[config.mk]
export PLATFORM = sky130hd
export DESIGN_NAME = msm_ctrl
export DESIGN_NICKNAME = d
export VERILOG_FILES = /design/src/rtl/core/msm_pkg.sv /design/src/rtl/core/msm_ctrl.sv
export SDC_FILE = /design/constraint.sdc
export NUM_CORES = 1
export LEC_CHECK = 0
export ABC_AREA = 1
export BUFFER_PORTS_ARGS = -buffer_cell sky130_fd_sc_hd__buf_2
export CAP_MARGIN = 20
export CORE_MARGIN = 5
export CORE_UTILIZATION = 30
export DETAILED_ROUTE_END_ITERATION = 16
export PLACE_DENSITY = 0.59
export SYNTH_ARGS = -nofsm -noshare
export SYNTH_HDL_FRONTEND = slang
export SYNTH_SLANG_ARGS = --single-unit
[constraint.sdc]
create_clock -name clock -period 1.5 [get_ports clock]
set_input_delay 0.225 -clock clock [delete_from_list [all_inputs] [get_ports clock]]
set_output_delay 0.225 -clock clock [all_outputs]
set_load 0.01 [all_outputs]
[src/rtl/core/msm_pkg.sv]
`default_nettype none

package msm_pkg;

   localparam int MAX_WINDOW = 32;
   localparam int COORD_BITS = 24;

   localparam int CNT_W = $clog2(MAX_WINDOW + 1);
   localparam int IDX_W = $clog2(MAX_WINDOW);
   localparam int SUM_W = COORD_BITS + IDX_W;
   localparam int THR_W = 23;
   localparam int WIN_W = 6;
   localparam int CMP_W = CNT_W + WIN_W;
   localparam int MUL_W = (COORD_BITS > THR_W) ? COORD_BITS : THR_W;
   localparam int ACC_W = 2 * MUL_W + 2;
   localparam int ITER_W = $clog2(SUM_W + 1);

   localparam logic [63:0] DIFF_CAP = 64'h0000_0000_8000_0000;

   localparam int CSR_IDX_W = 3;
   localparam int CSR_DATA_W = 23;
   localparam logic [CSR_IDX_W-1:0] CSR_TRACK_ENABLE    = 3'd0;
   localparam logic [CSR_IDX_W-1:0] CSR_STILL_THRESHOLD = 3'd1;
   localparam logic [CSR_IDX_W-1:0] CSR_STILL_WINDOW    = 3'd2;
   localparam logic [CSR_IDX_W-1:0] CSR_MOVING_WINDOW   = 3'd3;
   localparam logic [CSR_IDX_W-1:0] CSR_MOVE_THRESHOLD  = 3'd4;

   localparam logic             RST_TRACK_ENABLE    = 1'b1;
   localparam logic [THR_W-1:0] RST_STILL_THRESHOLD = 23'd26;
   localparam logic [WIN_W-1:0] RST_STILL_WINDOW    = 6'd30;
   localparam logic [WIN_W-1:0] RST_MOVING_WINDOW   = 6'd2;
   localparam logic [THR_W-1:0] RST_MOVE_THRESHOLD  = 23'd26;

   localparam int STEP_W = 3;
   localparam int MUL_STEPS = 8;
   localparam int MUL_DRAIN = 2;
   localparam int CTR_W = $clog2(MUL_STEPS + MUL_DRAIN);

   typedef logic [STEP_W-1:0] step_type;

   localparam step_type STEP_STILL_X   = 3'd0;
   localparam step_type STEP_STILL_Y   = 3'd1;
   localparam step_type STEP_STILL_Z   = 3'd2;
   localparam step_type STEP_PAIR_X    = 3'd3;
   localparam step_type STEP_PAIR_Y    = 3'd4;
   localparam step_type STEP_PAIR_Z    = 3'd5;
   localparam step_type STEP_STILL_THR = 3'd6;
   localparam step_type STEP_MOVE_THR  = 3'd7;

   localparam logic ACTION_SAMPLE    = 1'b0;
   localparam logic ACTION_CALIBRATE = 1'b1;

   typedef logic signed [COORD_BITS-1:0] coord_type;
   typedef logic signed [SUM_W-1:0]      sum_type;
   typedef logic [CNT_W-1:0]             cnt_type;
   typedef logic [IDX_W-1:0]             idx_type;
   typedef logic [MUL_W-1:0]             mul_type;
   typedef logic [ACC_W-1:0]             acc_type;
   typedef logic [THR_W-1:0]             thr_type;
   typedef logic [WIN_W-1:0]             win_type;
   typedef logic [2:0][COORD_BITS-1:0]   pos_type;

   typedef struct packed {
      logic     load;
      logic     mul_en;
      step_type mul_step;
      logic     still_upd;
      logic     drop;
      logic     cal_load;
      logic     append;
      logic     div_start;
      logic     filt_from_div;
      logic     out_load;
   } cmd_type;

   typedef struct packed {
      logic    action;
      logic    enable;
      logic    full;
      logic    over_limit;
      logic    div_busy;
      cnt_type count;
   } status_type;

   typedef struct packed {
      coord_type filt_x;
      coord_type filt_y;
      coord_type filt_z;
      cnt_type   window_count;
      logic      is_still;
      logic      jumped;
   } rsp_payload_type;

endpackage

`default_nettype wire

[src/rtl/core/msm_ctrl.sv]
`default_nettype none

module msm_ctrl import msm_pkg::*; (
   input  logic       clock,
   input  logic       reset,
   input  logic       req_valid,
   output logic       req_ready,
   output logic       rsp_valid,
   input  logic       rsp_ready,
   input  status_type status,
   output cmd_type    cmd
);

   typedef enum logic [7:0] {
      ST_IDLE     = 8'b0000_0001,
      ST_MUL      = 8'b0000_0010,
      ST_DECIDE   = 8'b0000_0100,
      ST_APPEND   = 8'b0000_1000,
      ST_TRIM     = 8'b0001_0000,
      ST_DIV_GO   = 8'b0010_0000,
      ST_DIV_WAIT = 8'b0100_0000,
      ST_OUTPUT   = 8'b1000_0000
   } state_type;

   state_type        state_ff, state_in;
   logic [CTR_W-1:0] ctr_ff, ctr_in;
   logic             rsp_valid_ff, rsp_valid_in;

   always_comb begin
      state_in = state_ff;
      ctr_in = ctr_ff;
      rsp_valid_in = rsp_valid_ff;
      cmd = '0;

      if (rsp_valid_ff && rsp_ready) begin
         rsp_valid_in = 1'b0;
      end

      case (state_ff)
         ST_IDLE: begin
            if (req_valid) begin
               cmd.load = 1'b1;
               ctr_in = '0;
               state_in = ST_MUL;
            end
         end
         ST_MUL: begin
            if (ctr_ff < CTR_W'(MUL_STEPS)) begin
               cmd.mul_en = 1'b1;
               cmd.mul_step = ctr_ff[STEP_W-1:0];
            end
            if (ctr_ff == CTR_W'(MUL_STEPS + MUL_DRAIN - 1)) begin
               state_in = ST_DECIDE;
            end else begin
               ctr_in = ctr_ff + CTR_W'(1);
            end
         end
         ST_DECIDE: begin
            if (status.action == ACTION_CALIBRATE) begin
               cmd.cal_load = 1'b1;
               state_in = ST_OUTPUT;
            end else if (!status.enable) begin
               state_in = ST_OUTPUT;
            end else begin
               cmd.still_upd = 1'b1;
               cmd.drop = status.full;
               state_in = ST_APPEND;
            end
         end
         ST_APPEND: begin
            cmd.append = 1'b1;
            state_in = ST_TRIM;
         end
         ST_TRIM: begin
            if (status.over_limit) begin
               cmd.drop = 1'b1;
            end else begin
               state_in = ST_DIV_GO;
            end
         end
         ST_DIV_GO: begin
            cmd.div_start = 1'b1;
            state_in = ST_DIV_WAIT;
         end
         ST_DIV_WAIT: begin
            if (!status.div_busy) begin
               cmd.filt_from_div = 1'b1;
               state_in = ST_OUTPUT;
            end
         end
         ST_OUTPUT: begin
            if (!rsp_valid_ff || rsp_ready) begin
               cmd.out_load = 1'b1;
               rsp_valid_in = 1'b1;
               state_in = ST_IDLE;
            end
         end
         default: begin
            state_in = ST_IDLE;
         end
      endcase
   end

   always_ff @(posedge clock) begin
      if (reset) begin
         state_ff <= ST_IDLE;
         ctr_ff <= '0;
         rsp_valid_ff <= 1'b0;
      end else begin
         state_ff <= state_in;
         ctr_ff <= ctr_in;
         rsp_valid_ff <= rsp_valid_in;
      end
   end

   assign req_ready = (state_ff == ST_IDLE);
   assign rsp_valid = rsp_valid_ff;

endmodule

`default_nettype wire

==> reports/metrics.cfg <==
[status]
status=complete, but fails checks
violations=negative setup slack

[power]
ir_drop_mv=0.547
power_density_nw_per_um2=889
leakagePower_uw=0.000678

[setup_path]
path_buf_inv=2
crit_type=flip-flop to output port
end_kind=output port
cp_slowest_stage_delay_ps=370
worst_path_max_delay_cell=dfxtp_4
cp.required_ps=1270
startpoint_type=flip-flop
critPathTopFamily=simple AND/OR/NAND/NOR gates
cp_cell_sequence=nor2_4 -> nand3_2 -> nor2_4 -> inv_2 -> nor2_2 -> nand2_1 -> nand2_1 -> buf_2
crit_path_max_fanout=3
arrival_ps=1390

[placement]
routabilityCongestion=0.781
postPlaceCellArea_um2=1020
dp_cells=189
portBuffers=22
post-dp-hpwl_um=1640

[finish]
layout_commonest_cell=nor2_1
multiInputGateArea_um2=633
n_fill_cell=282
fin_area_um2=1410
layout_common_cells=nor2_1 (21), buf_2 (18), nand2_1 (17), buf_4 (17), inv_1 (16)
diodes=0
syn2layout_area_growth_pct=62.8
final-seq-area_um2=280
fin_cells=212
nets=199
drive_above_1_share=0.547

[synth]
synth.area.top_cells=dfxtp_1 (30%), nor2_1 (13%), inv_1 (9.6%)
async_flop_share=0
synth_flop_cell=dfxtp_1
synth_top_area_cell=dfxtp_1
synthesis.area_per_instance_um2=6.40
synthDistinctLibCells=20
yosysWarnings=0
ys_seq_elements=13
postSynthCellCount=135
synth_edf_count=0
synth_fp_nets=152
seq_area_frac_synth=0.301
yosysTopAreaCellShare=0.301
synthesis.area_um2=865

[routing]
num_vias=977
firstDrtPassIters=4
drc=0
ant_nets=0
routed_wl_um=2470
avgRoutedWirePerCell_um=11.6
drt-initial-drc-count=21
via_per_inst=4.61

[sta]
rsz0062_at_grt=yes
fin_crit_ps=1620
hold_viol_final=0
tightest_slew_ps=264
period_share=1.08
slew_viol_final=0
clock.fmax_ghz=0.618
relSlewSlack=0.823
fin_ws_ps=-118
setup_viol_count_final=9
setup-tns-final_ps=-542
fin_skew_ps=0.529

[global_route]
grt_pass1_wl_um=3970
antenna_found_initial=0
grt_max_degree=9
grt_usage=0.119
grt_overflow_total=0
grt_pass1_vias=948

[die]
die_w_um=63.7
io_pins=29
die_h_um=63.7
core_area_um2=2760
floorplan.initialDensity=0.314
die-area_um2=4060
placementRows=19

[clock_tree]
cts_tree=done
cts_htree_levels=1
clock_latency_ps=280
cts_buffers=3
clock-sinks=13
clockBufferDepth=2
clk_pin_slew_ps=90
cts_hold_buf=0
root_buffer=clkbuf_4

[worst_hold_path]
hold_class=primary input to flip-flop

[flow_run]
maxCapViolCount=0

[through the flow]
stage	utilization	hold slack [ps]	setup WS, ps	power (uW)
2_1_floorplan	-	398	107	669
3_3_place_gp	0.372	496	126	746
3_5_place_dp	0.372	511	98.6	756
4_1_cts	0.444	205	-101	1100
5_1_grt	0.510	211	-209	1340
6_report	0.510	216	-118	1250
[power by group]
part           total [uW]  switching, uW  internal, uW
combinational         613            326           287
clock                 229            130          98.9
sequential            409           33.3           376
total                1250            489           762
[cells by family (layout without fill, tap and decap cells)]
group,after synthesis,in the layout,synth area share
buffers and inverters,29,75,0.126
AO/OA/AOI/OAI,9,9,0.0695
adder cells (fa/ha/maj),2,2,0.0289
AND/OR/NAND/NOR,82,82,0.475
flip-flops,13,13,0.301
[timing repair]
item                       CTS  global route
pin swaps                    8            13
setup endpoints to repair    9            21
hold endpoints to repair     0             0
resized for setup           30            34
gates cloned                 0             0
setup buffers               11             9
[sequential cells by signal, summed over array words and instances (netlist names)]
register	flops
ctr_ff	4
rsp_valid	1
state_ff	8
[layout make-up]
type / count / share of cell area
repair buffers: 43 / 0.219
clock buffers: 3 / 0.0160
inverters: 28 / 0.0853
clock inverters: 1 / 0.00356
well taps: 31 / 0.0276
flip-flops and latches: 13 / 0.199
multi-input cells: 93 / 0.450
[worst paths after layout]
path | from | to | slack (ps) | cells after the start
worst max-delay path | state_ff[1] | cmd[5] | -120 | 8
worst min-delay path | rsp_ready | rsp_valid | 220 | 4
worst max register to register | state_ff[7] | state_ff[7] | 10 | 11
worst min register to register | ctr_ff[0] | ctr_ff[0] | 530 | 2
[cell usage after synthesis, types with 2 or more instances]
cell type	n
a21oi_1	6
dfxtp_1	13
ha_1	2
inv_1	22
inv_2	6
nand2_1	20
nand2_4	3
nand3_1	14
nand3_2	4
nor2_1	30
nor2_2	4
nor3_1	3
[per-layer routing]
layer	GRT usage	routed length (um)	up-vias
met3	0.0195	77	0
li1	-	-	513
met5	0	0	-
met1	0.137	970	449
met2	0.223	1420	15
met4	0.0312	0	0
[worst register-to-register path, cell delays in order (launching register included)]
cell and delay, ps:
dfxtp_4 400, nor2_4 50, nand3_2 80, nor2_4 40
buf_4 120, buf_4 120, buf_4 120, buf_4 130
a21oi_1 140, nand3_1 100, nand2_1 70, nor2_1 40
(Power assumes the default switching activity.)
